[src/rtl/core/lzrw_fifo.sv]
`timescale 1ns / 1ps
// ----------------------------------------------------------------------------
// lzrw_fifo
// Small register queue with fill count, used for commands and results.
// ----------------------------------------------------------------------------
module lzrw_fifo #(
  parameter type         item_t = logic,
  parameter int unsigned DEPTH  = 4
) (
  input  logic                         clk_i,
  input  logic                         rst_ni,
  input  logic                         push_i,
  input  item_t                        item_i,
  output logic                         full_o,
  input  logic                         pop_i,
  output item_t                        item_o,
  output logic                         empty_o,
  output logic [$clog2(DEPTH+1)-1:0]   count_o
);

  localparam int unsigned PW = (DEPTH > 1) ? $clog2(DEPTH) : 1;
  localparam int unsigned CW = $clog2(DEPTH + 1);

  item_t         store_q [DEPTH];
  logic [PW-1:0] wr_ptr_q, wr_ptr_d;
  logic [PW-1:0] rd_ptr_q, rd_ptr_d;
  logic [CW-1:0] cnt_q, cnt_d;
  logic          do_push, do_pop;

  assign full_o  = (cnt_q == CW'(DEPTH));
  assign empty_o = (cnt_q == '0);
  assign count_o = cnt_q;
  assign item_o  = store_q[rd_ptr_q];
  assign do_push = push_i && !full_o;
  assign do_pop  = pop_i && !empty_o;

  always_comb begin
    wr_ptr_d = wr_ptr_q;
    rd_ptr_d = rd_ptr_q;
    cnt_d    = cnt_q;
    if (do_push) begin
      wr_ptr_d = (wr_ptr_q == PW'(DEPTH - 1)) ? '0 : wr_ptr_q + PW'(1);
    end
    if (do_pop) begin
      rd_ptr_d = (rd_ptr_q == PW'(DEPTH - 1)) ? '0 : rd_ptr_q + PW'(1);
    end
    if (do_push && !do_pop) begin
      cnt_d = cnt_q + CW'(1);
    end else if (do_pop && !do_push) begin
      cnt_d = cnt_q - CW'(1);
    end
  end

  always_ff @(posedge clk_i or negedge rst_ni) begin
    if (!rst_ni) begin
      wr_ptr_q <= '0;
      rd_ptr_q <= '0;
      cnt_q    <= '0;
    end else begin
      wr_ptr_q <= wr_ptr_d;
      rd_ptr_q <= rd_ptr_d;
      cnt_q    <= cnt_d;
    end
  end

  always_ff @(posedge clk_i) begin
    if (do_push) begin
      store_q[wr_ptr_q] <= item_i;
    end
  end

endmodule

[config.mk]
export PLATFORM = sky130hd
export DESIGN_NAME = lzrw_fifo
export DESIGN_NICKNAME = d
export VERILOG_FILES = /design/src/rtl/core/lzrw_fifo.sv
export SDC_FILE = /design/constraint.sdc
export NUM_CORES = 1
export LEC_CHECK = 0
export BUFFER_PORTS_ARGS = -buffer_cell sky130_fd_sc_hd__clkbuf_2
export CAP_MARGIN = 20
export CORE_AREA = 2 2 39 41
export CTS_BUF_LIST = sky130_fd_sc_hd__clkbuf_8
export DETAILED_ROUTE_END_ITERATION = 7
export DIE_AREA = 0 0 41 43
export PLACE_DENSITY = 0.67
export SLEW_MARGIN = 0
export SYNTH_ARGS = -nofsm -noshare
export SYNTH_HDL_FRONTEND = slang
export SYNTH_SLANG_ARGS = --single-unit
[constraint.sdc]
create_clock -name clk_i -period 2.2 [get_ports clk_i]
set_input_delay 0.11 -clock clk_i [delete_from_list [all_inputs] [get_ports clk_i]]
set_output_delay 0.11 -clock clk_i [all_outputs]
set_load 0.02 [all_outputs]
==> results.py <==
metrics = {
    "timing": {
        "timing.fmax_mhz": 506,
        "finalHoldViolCount": 0,
        "rsz0062_at_grt": "no",
        "worst_pin_slew_ps": 270,
        "setup_tns_ps": 0,
        "setup_viol": 0,
        "skew_ps": 1.66,
        "post-route-period-util_pct": 89.8,
        "drv_slew": 0,
        "finalCriticalPeriod_ps": 1980,
        "slew_headroom_pct": 82.0,
    },
    "die": {
        "die_y_um": 43,
        "ios": 11,
        "fp.dieW_um": 41,
        "core_um2": 1380,
        "rows": 14,
        "start_util_pct": 43.3,
        "die_area_um2": 1760,
    },
    "global_routing": {
        "grt_pass1_vias": 366,
        "gr-usage-all-layers_pct": 13.2,
        "grt_pass1_wl_um": 1480,
        "grt.overflow.total": 0,
        "antenna_found_initial": 0,
        "grt_max_degree": 8,
    },
    "drt": {
        "drc_errors": 0,
        "drt-total-wl_um": 802,
        "drt_iter0_drc": 0,
        "vias": 334,
        "first_pass_iters": 1,
        "wl_per_cell_um": 11.0,
        "vias_per_cell": 4.58,
        "detail-route-antenna-nets": 0,
    },
    "finish": {
        "area_growth_pct": 22.1,
        "n_antenna_cell": 0,
        "drive_gt1_share_pct": 47.4,
        "fin_nets": 70,
    },
    "run": {
        "maxCapViolations": 0,
    },
    "pwr": {
        "clkPwrFrac_pct": 18.2,
        "p_sw_uw": 395,
        "comb_power_share_pct": 44.4,
        "power_density_nw_per_um2": 1470,
        "leakagePower_nw": 0.344,
        "switching_share_pct": 36.8,
        "seq_power_share_pct": 37.4,
        "total_power_mw": 1.07,
        "peakVddDrop_mv": 0.811,
        "p_int_uw": 679,
    },
    "critical_path": {
        "path_class": "flip-flop to flip-flop",
        "crit_slowest_cell": "dfrtp_1",
        "worstPathRequired_ps": 2360,
        "cp_cell_sequence": "nor3_2, nand2b_2, ha_1, inv_1, fa_1, xor2_1, nor2_1, xor2_1",
        "cpPeakStageDelay_ps": 460,
        "crit_buf_inv": 1,
        "path_max_fanout": 5,
        "crit_family": "adder cells",
        "cp_common_cell": "xor2_1",
        "crit_arrival_ps": 2140,
        "r2r_start": "count_o[0]",
        "startpoint_type": "flip-flop",
        "critPathLaunch": "count_o[0]",
        "end_kind": "flip-flop",
    },
    "synth": {
        "syn-cell-area_um2": 599,
        "syn-num-nets": 54,
        "yosys_warnings": 0,
        "synth_top_area_cell": "dfrtp_1",
        "syn_avg_cell_area_um2": 14.3,
        "syn_inst": 42,
        "synthTopCellsByArea": "dfrtp_1 29%, edfxtp_1 20%, ha_1 13%",
        "synth_top_area_share_pct": 29.2,
        "synth_cell_types": 17,
        "ys_ff_latch": 11,
        "ys_seq_area_share_pct": 49.3,
    },
    "clock_network": {
        "cts_tree": "built",
        "clk_path_buf_depth": 2,
        "cts_buffers": 3,
        "clk_latency_ps": 240,
        "cts.sinks": 11,
        "postCtsHoldBufs": 1,
        "cts_resized": 0,
        "cts_htree_levels": 1,
        "root_buffer": "clkbuf_8",
        "postCtsSetupBuffers": 0,
        "clkTransAtPathRegs_ps": 50,
    },
    "place": {
        "place_hpwl_um": 630,
        "gp_congestion": 0.647,
        "portBuffers": 10,
    },
    "outcome": {
        "outcome": "completed",
    },
    "worst_hold_path": {
        "holdCritStartpoint": "item_i",
        "hold_path.class": "primary input to flip-flop",
    },
}
[path summary, 6_finish.rpt]
| kind | endpoint | slack, ps | cells past startpoint |
|---|---|---|---|
| min reg2reg | count_o[2] | 550 | 1 |
| max reg2reg | count_o[2] | 220 | 8 |
| max | count_o[2] | 220 | 8 |
| min | store_q[1] | 90 | 1 |
| max in group asynchronous | wr_ptr_q[1] | 1790 | 2 |
| min in group asynchronous | rd_ptr_q[1] | 240 | 2 |
[flip-flops by register name, summed over array words and instances, names as in the netlist]
register,cells
store_q,4
count_o,3
rd_ptr_q,2
wr_ptr_q,2
[worst register-to-register path: stages, from the launching register on]
cell	delay (ps)
dfrtp_1	460
nor3_2	230
nand2b_2	180
ha_1	190
inv_1	60
fa_1	370
xor2_1	150
nor2_1	100
xor2_1	160
[synthesized netlist by cell type]
master    instances
and2_2            4
buf_6             1
dfrtp_1           7
edfxtp_1          4
fa_1              1
ha_1              6
inv_1             3
mux2_2            3
mux2_4            2
mux4_2            1
nand2b_2          1
nor2_1            3
nor2b_1           1
nor3_1            1
nor3b_2           1
xnor2_1           1
xor2_1            2
[cells in the final DEF, fill, tap and decap left out]
| cell | netlist | final |
|---|---|---|
| clkbuf_2 | 0 | 10 |
| fa_1 | 1 | 1 |
| mux2_4 | 2 | 2 |
| clkbuf_8 | 0 | 3 |
| edfxtp_1 | 4 | 4 |
| dfrtp_1 | 7 | 7 |
| nor3b_4 | 0 | 1 |
| ha_1 | 6 | 6 |
| xor2_1 | 2 | 2 |
| nor2_1 | 3 | 3 |
| mux2_2 | 3 | 3 |
| nor3_2 | 0 | 1 |
| buf_4 | 0 | 1 |
| mux4_2 | 1 | 1 |
| xnor2_1 | 1 | 1 |
| nand2b_2 | 1 | 1 |
| inv_1 | 3 | 4 |
| and2_2 | 4 | 4 |
| dlygate4sd3_1 | 0 | 1 |
| nor2b_1 | 1 | 1 |
[cell families after synthesis]
| family | share of synthesized area (%) |
|---|---|
| mux | 14.4 |
| xor+xnor | 4.38 |
| flops | 49.3 |
| simple gates | 12.3 |
| fa+ha+maj | 15.9 |
| buf+inv | 3.76 |
[through the flow]
stage	cell area, um2	utilization (%)	hold slack, ps	std cells	setup slack, ps
finish	732	52.9	93.6	73	224
global placement	677	48.9	-41.9	68	256
detailed placement	677	48.9	-41.0	68	203
CTS	732	52.9	90.3	73	187
global route	732	52.9	89.3	73	66.5
floorplan	611	-	-186	42	3.30
[metal layers]
metal  track usage (%)  part of all wire, %
met4              10.0                  3.1
met5                 0                    0
met3              4.71                  4.4
met1              16.1                   42
met2              18.1                   50
[power by group through the flow]
| stage | combinational [mW] | sequential [mW] | clock, mW |
|---|---|---|---|
| after CTS | 0.488 | 0.405 | 0.202 |
| after floorplan | 0.345 | 0.426 | 0 |
| after global routing | 0.542 | 0.421 | 0.213 |
| after global placement | 0.470 | 0.403 | 0 |
| after detailed placement | 0.482 | 0.408 | 0 |
| final | 0.477 | 0.402 | 0.195 |
[cell type report]
class / instances / area [um2]
clock buffers: 3 / 41.3
clock inverters: 1 / 3.75
flip-flops and latches: 11 / 295
multi-input cells: 27 / 293
inverters: 3 / 11.3
fillers: 123 / 652
well taps: 16 / 20.0
repair buffers: 12 / 67.6
Note: power is estimated with default switching activity, not from simulation.
