==> src/rtl/core/lzrw_pkg.sv <==
`timescale 1ns / 1ps
// ----------------------------------------------------------------------------
// lzrw_pkg
// Shared types and constants of the ring-window decompressor: parse phases,
// the command passed from the parser to the copy engine, the result beat.
// ----------------------------------------------------------------------------
package lzrw_pkg;

  localparam int unsigned CmdDepth = 4;
  localparam int unsigned OutDepth = 4;
  localparam logic [11:0] StartPos = 12'hFEE;
  localparam logic [7:0]  FlagFill = 8'hFF;
  localparam logic [4:0]  MinMatch = 5'd3;

  typedef enum logic [1:0] {
    PH_FLAG   = 2'd0,
    PH_TOKEN  = 2'd1,
    PH_SECOND = 2'd2
  } phase_e;

  // literal byte travels in arg[7:0]
  typedef struct packed {
    logic        restart;
    logic        literal;
    logic [11:0] arg;
    logic [3:0]  len;
  } cmd_t;

  typedef struct packed {
    logic [7:0] data;
    logic       last;
  } out_t;

endpackage

==> src/rtl/core/lzrw_front.sv <==
`timescale 1ns / 1ps
// ----------------------------------------------------------------------------
// lzrw_front
// Token parser: tracks flag bits, payload byte count and reference halves,
// and turns accepted literal and reference beats into literal or copy commands.
// ----------------------------------------------------------------------------
module lzrw_front
  import lzrw_pkg::*;
(
  input  logic        clk_i,
  input  logic        rst_ni,
  input  logic        acc_i,
  input  logic [7:0]  data_byte_i,
  input  logic        stream_start_i,
  input  logic        cfg_we_i,
  input  logic [23:0] payload_length_i,
  output logic        cmd_push_o,
  output cmd_t        cmd_o
);

  phase_e      phase_q, phase_d, phase_eff;
  logic [15:0] flag_q, flag_d, flag_eff, flag_shr;
  logic [7:0]  off_lo_q, off_lo_d, off_lo_eff;
  logic [23:0] consumed_q, consumed_d, consumed_eff;
  logic [23:0] len_q;
  logic        restart_q, restart_d, restart_eff;
  logic        live;

  assign phase_eff    = stream_start_i ? PH_FLAG : phase_q;
  assign flag_eff     = stream_start_i ? '0 : flag_q;
  assign off_lo_eff   = stream_start_i ? '0 : off_lo_q;
  assign consumed_eff = stream_start_i ? '0 : consumed_q;
  assign restart_eff  = stream_start_i || restart_q;
  assign flag_shr     = flag_eff >> 1;
  assign live         = acc_i && (consumed_eff < len_q);

  // next state
  always_comb begin
    phase_d    = phase_q;
    flag_d     = flag_q;
    off_lo_d   = off_lo_q;
    consumed_d = consumed_q;
    restart_d  = restart_q;
    if (acc_i) begin
      phase_d    = phase_eff;
      flag_d     = flag_eff;
      off_lo_d   = off_lo_eff;
      consumed_d = consumed_eff;
      restart_d  = restart_eff;
      if (live) begin
        consumed_d = consumed_eff + 24'd1;
        unique case (phase_eff)
          PH_TOKEN: begin
            if (flag_eff[0]) begin
              flag_d    = flag_shr;
              phase_d   = flag_shr[8] ? PH_TOKEN : PH_FLAG;
              restart_d = 1'b0;
            end else begin
              off_lo_d = data_byte_i;
              phase_d  = PH_SECOND;
            end
          end
          PH_SECOND: begin
            flag_d    = flag_shr;
            phase_d   = flag_shr[8] ? PH_TOKEN : PH_FLAG;
            restart_d = 1'b0;
          end
          default: begin
            flag_d  = {FlagFill, data_byte_i};
            phase_d = PH_TOKEN;
          end
        endcase
      end
    end
  end

  // command output
  always_comb begin
    cmd_push_o    = 1'b0;
    cmd_o.restart = restart_eff;
    cmd_o.literal = 1'b1;
    cmd_o.arg     = {4'd0, data_byte_i};
    cmd_o.len     = data_byte_i[3:0];
    if (live) begin
      unique case (phase_eff)
        PH_TOKEN: begin
          cmd_push_o = flag_eff[0];
        end
        PH_SECOND: begin
          cmd_push_o    = 1'b1;
          cmd_o.literal = 1'b0;
          cmd_o.arg     = {data_byte_i[7:4], off_lo_eff};
        end
        default: begin
          cmd_push_o = 1'b0;
        end
      endcase
    end
  end

  always_ff @(posedge clk_i or negedge rst_ni) begin
    if (!rst_ni) begin
      phase_q    <= PH_FLAG;
      flag_q     <= '0;
      off_lo_q   <= '0;
      consumed_q <= '0;
      restart_q  <= 1'b0;
      len_q      <= '0;
    end else begin
      phase_q    <= phase_d;
      flag_q     <= flag_d;
      off_lo_q   <= off_lo_d;
      consumed_q <= consumed_d;
      restart_q  <= restart_d;
      if (cfg_we_i) begin
        len_q <= payload_length_i;
      end
    end
  end

endmodule

==> config.mk <==
export PLATFORM = sky130hd
export DESIGN_NAME = lzrw_front
export DESIGN_NICKNAME = d
export VERILOG_FILES = /design/src/rtl/core/lzrw_pkg.sv /design/src/rtl/core/lzrw_front.sv
export SDC_FILE = /design/constraint.sdc
export NUM_CORES = 1
export LEC_CHECK = 0
export BUFFER_PORTS_ARGS = -buffer_cell sky130_fd_sc_hd__buf_4
export CAP_MARGIN = 40
export CORE_MARGIN = 3
export CORE_UTILIZATION = 60
export CTS_CLUSTER_DIAMETER = 150
export DETAILED_ROUTE_END_ITERATION = 8
export GPL_ROUTABILITY_DRIVEN = 0
export GPL_TIMING_DRIVEN = 0
export PLACE_DENSITY = 0.92
export SYNTH_ARGS = -nofsm -noshare
export SYNTH_HDL_FRONTEND = slang
export SYNTH_SLANG_ARGS = --single-unit
==> constraint.sdc <==
create_clock -name clk_i -period 4.8 [get_ports clk_i]
set_input_delay 0.48 -clock clk_i [delete_from_list [all_inputs] [get_ports clk_i]]
set_output_delay 0.48 -clock clk_i [all_outputs]
set_load 0.02 [all_outputs]
==> run_results.csv <==
group,metric,value,unit
critical_path,crit_top_cell,"buf_4",
critical_path,reg2reg_slack,1.88,ns
sta,period_needed,4.33,ns
critical_path,critPathArrivalTime,3.85,ns
power_and_ir_drop,p_comb_frac,0.208,
global_route,grt_max_degree,50,
sta,max_freq,0.231,GHz
cells_and_area,final_cell_mix,"dfrtp_1, nand2_1, buf_4",
critical_path,cp.required,4.32,ns
global_route,grt_pass1_wl,19100,um
critical_path,worstPathMaxFanout,19,
sta,finalHoldViolations,0,
critical_path,critPathSlowestCell,"a2111oi_0",
sta,slew_viol_final,0,
routing,postRouteAntennaNets,0,
cells_and_area,antenna_cells,0,
cts,cts_buffers,9,
cts,cts-resized-gates,0,
power_and_ir_drop,p_sw_frac,0.300,
logic_synthesis,ys_seq_elements,75,
critical_path,crit_cells,13,
logic_synthesis,avgSynthCellArea,9.26,um^2
sta,tightestPinTransition,0.582,ns
die,coreArea,7330,um^2
place,dp_slack,0.160,ns
status,outcome,"finished, final reports clean",
cts,worstSkewPairLatency,0.36,ns
cts,cts_tree,"built",
sta,period_share,0.901,
sta,fin_ws,0.475,ns
routing,drt_iter0_drc,337,
die,die_area,8710,um^2
logic_synthesis,yosysUniqueCellTypes,49,
cells_and_area,fillers,522,
place,hpwlAfterDp,8200,um
power_and_ir_drop,powerDensity,275,nW/um^2
critical_path,path_delay_family,"buffers and inverters",
cts,cts_max_path_buffers,2,
cells_and_area,area_growth_syn_to_layout,15.6,%
power_and_ir_drop,power.switching,437,uW
routing,post_drt_wl_per_cell,16.8,um
power_and_ir_drop,ir_drop,183,uV
place,io_buffers,54,
global_route,grt_overflow_total,0,
flow_run,maxCapViolations,0,
sta,relSlewSlack,0.602,
critical_path,worstSetupEndpointType,"output pin",
critical_path,cp-start-kind,"input port",
critical_path,regToRegStartpoint,"consumed_q[13]",
cells_and_area,final_common_cell,"dfrtp_1",
power_and_ir_drop,power,1460,uW
cells_and_area,final_nets,620,
critical_path,worst-setup-path-type,"in -> out",
die,num_io_pins,56,
critical_path,r2r_end,"flag_q[13]",
logic_synthesis,synth_edf_count,0,
sta,finClkSkew,0.00946,ns
logic_synthesis,synthFlopType,"dfrtp_1",
cts,cts.sink_count,75,
global_route,antenna_found_initial,0,
routing,via_per_inst,5.99,
routing,wirelength,11100,um
cts,htree_levels,3,
min_path,min_path_type,"in -> async",
die,initial_core_util,0.624,
power_and_ir_drop,intPower,1020,uW
power_and_ir_drop,p_leak,0.00252,uW
routing,first_pass_iters,5,
logic_synthesis,synthCells,494,
critical_path,path_buf_inv,4,
cts,postCtsSetupRepairBufs,0,
cts,ctsHoldBuffers,0,
logic_synthesis,seq_area_frac_synth,0.410,
die,row_count,31,
cells_and_area,drive_above_1_share,0.187,
global_route,grt_pass1_vias,4088,
power_and_ir_drop,power_frac_seq,0.495,
critical_path,max_stage_delay,0.57,ns
power_and_ir_drop,power_frac_clock,0.297,
die,dieWidth,93.3,um
logic_synthesis,synth-async-reset-ratio,1.00,
routing,routed-via-count,3965,
critical_path,worst_r2r_path_depth,11,
cells_and_area,fin_util,0.722,
global_route,grt_use_total,0.276,
cts,path_clk_slew,0.08,ns
die,die_height,93.3,um
sta,finalSetupViolations,0,
logic_synthesis,ys_warn_count,0,
cts,cts-root-buf,"clkbuf_8",
sta,rsz0062_at_grt,"no",
sta,finalSetupTns,0,ns
routing,drc,0,
logic_synthesis,syn_nets,555,
critical_path,path_cells,"buf_4 > buf_2 > clkbuf_1 > nor2b_1 > ha_1 > nand2b_1 > o221a_2 > o21ai_0 > a211oi_1 > nor3_2 > nand2_1 > a2111oi_0 > buf_4",
logic_synthesis,syn_area,4580,um^2
cell families after synthesis:
| group | share of synthesized area |
|---|---|
| AO/OA/AOI/OAI | 0.174 |
| XOR/XNOR | 0.0421 |
| AND/OR/NAND/NOR | 0.194 |
| flip-flops | 0.410 |
| multiplexers | 0.0418 |
| buffers and inverters | 0.0700 |
| adder cells (fa/ha/maj) | 0.0681 |
worst reg2reg max path, cell delays in order (launching register included):
cell and delay, ns:
dfrtp_1 0.40, nor2b_1 0.16, ha_1 0.31, a21oi_1 0.14, o21ai_0 0.09, a221oi_1 0.25, o21ai_0 0.21, nor4b_2 0.45
buf_4 0.27, buf_4 0.21, nand2_1 0.18, o221ai_1 0.16
cell type report:
type	count	area (um^2)	share of cell area
sequential	75	1880	0.355
multi-input combinational	347	2380	0.450
clock buffer	12	145	0.0274
tap	99	124	0.0234
inverter	36	135	0.0255
clock inverter	3	15.0	0.00284
timing repair buffer	55	433	0.0818
buffer	35	181	0.0343
how the worst max path moves through the flow:
| stage | startpoint | endpoint | slack (ns) |
|---|---|---|---|
| 4_1_cts | stream_start_i | cmd_o[7] | 0.15 |
| 5_1_grt | stream_start_i | cmd_push_o | 0.05 |
| 3_5_place_dp | stream_start_i | cmd_o[7] | 0.16 |
| 6_report | stream_start_i | cmd_push_o | 0.47 |
| 3_3_place_gp | stream_start_i | cmd_push_o | 0.17 |
| 2_1_floorplan | stream_start_i | cmd_push_o | 0.68 |
Yosys cell counts (2+ instances only):
library cell | number | share of area
o2bb2ai_1 | 9 | 0.017
nand2_1 | 71 | 0.058
a21o_1 | 3 | 0.0049
buf_6 | 2 | 0.0049
and3_1 | 19 | 0.026
nand4_1 | 11 | 0.015
dfrtp_1 | 75 | 0.41
xnor2_1 | 6 | 0.011
a211oi_1 | 3 | 0.0049
o21ai_0 | 39 | 0.043
buf_4 | 8 | 0.013
nor2b_1 | 36 | 0.049
buf_2 | 4 | 0.0044
inv_1 | 36 | 0.030
o221ai_1 | 6 | 0.011
xor2_1 | 16 | 0.031
a311o_1 | 2 | 0.0044
and4_1 | 6 | 0.011
ha_1 | 24 | 0.066
nand3_1 | 8 | 0.0087
a31oi_1 | 2 | 0.0027
a21oi_1 | 6 | 0.0066
a22o_1 | 17 | 0.033
a2bb2oi_1 | 6 | 0.011
a22oi_1 | 7 | 0.011
mux2_2 | 17 | 0.042
clkbuf_1 | 21 | 0.017
nor2_1 | 9 | 0.0074
nand2b_1 | 2 | 0.0027
a21boi_0 | 2 | 0.0033
and2_1 | 3 | 0.0041
flip-flops by register name, indices dropped and copies added (netlist names):
| name | cells |
|---|---|
| consumed_q | 24 |
| restart_q | 1 |
| off_lo_q | 8 |
| phase_q | 2 |
| flag_q | 16 |
| len_q | 24 |
metal layers:
| metal | track usage | vias up | share of wire |
|---|---|---|---|
| li1 | - | 1848 | - |
| met1 | 0.363 | 1939 | 0.42 |
| met2 | 0.457 | 153 | 0.51 |
| met3 | 0.0418 | 25 | 0.052 |
| met4 | 0.112 | 0 | 0.020 |
| met5 | 0 | - | 0 |
stage by stage:
stage	area, um^2	hold WS [ns]	cells
6_report	5290	0.0312	662
5_1_grt	5290	0.0578	662
4_1_cts	5290	0.0430	663
3_5_place_dp	5130	0.420	648
3_3_place_gp	5110	0.475	647
2_1_floorplan	4580	0.184	494
power groups by stage:
stage / clock [uW] / combinational, uW / sequential, uW
after global placement: 0 / 282 / 728
after CTS: 432 / 303 / 721
after floorplan: 0 / 199 / 722
final: 432 / 303 / 722
after global routing: 460 / 337 / 728
after detailed placement: 0 / 301 / 732
Note: power is estimated with default switching activity, not from simulation.
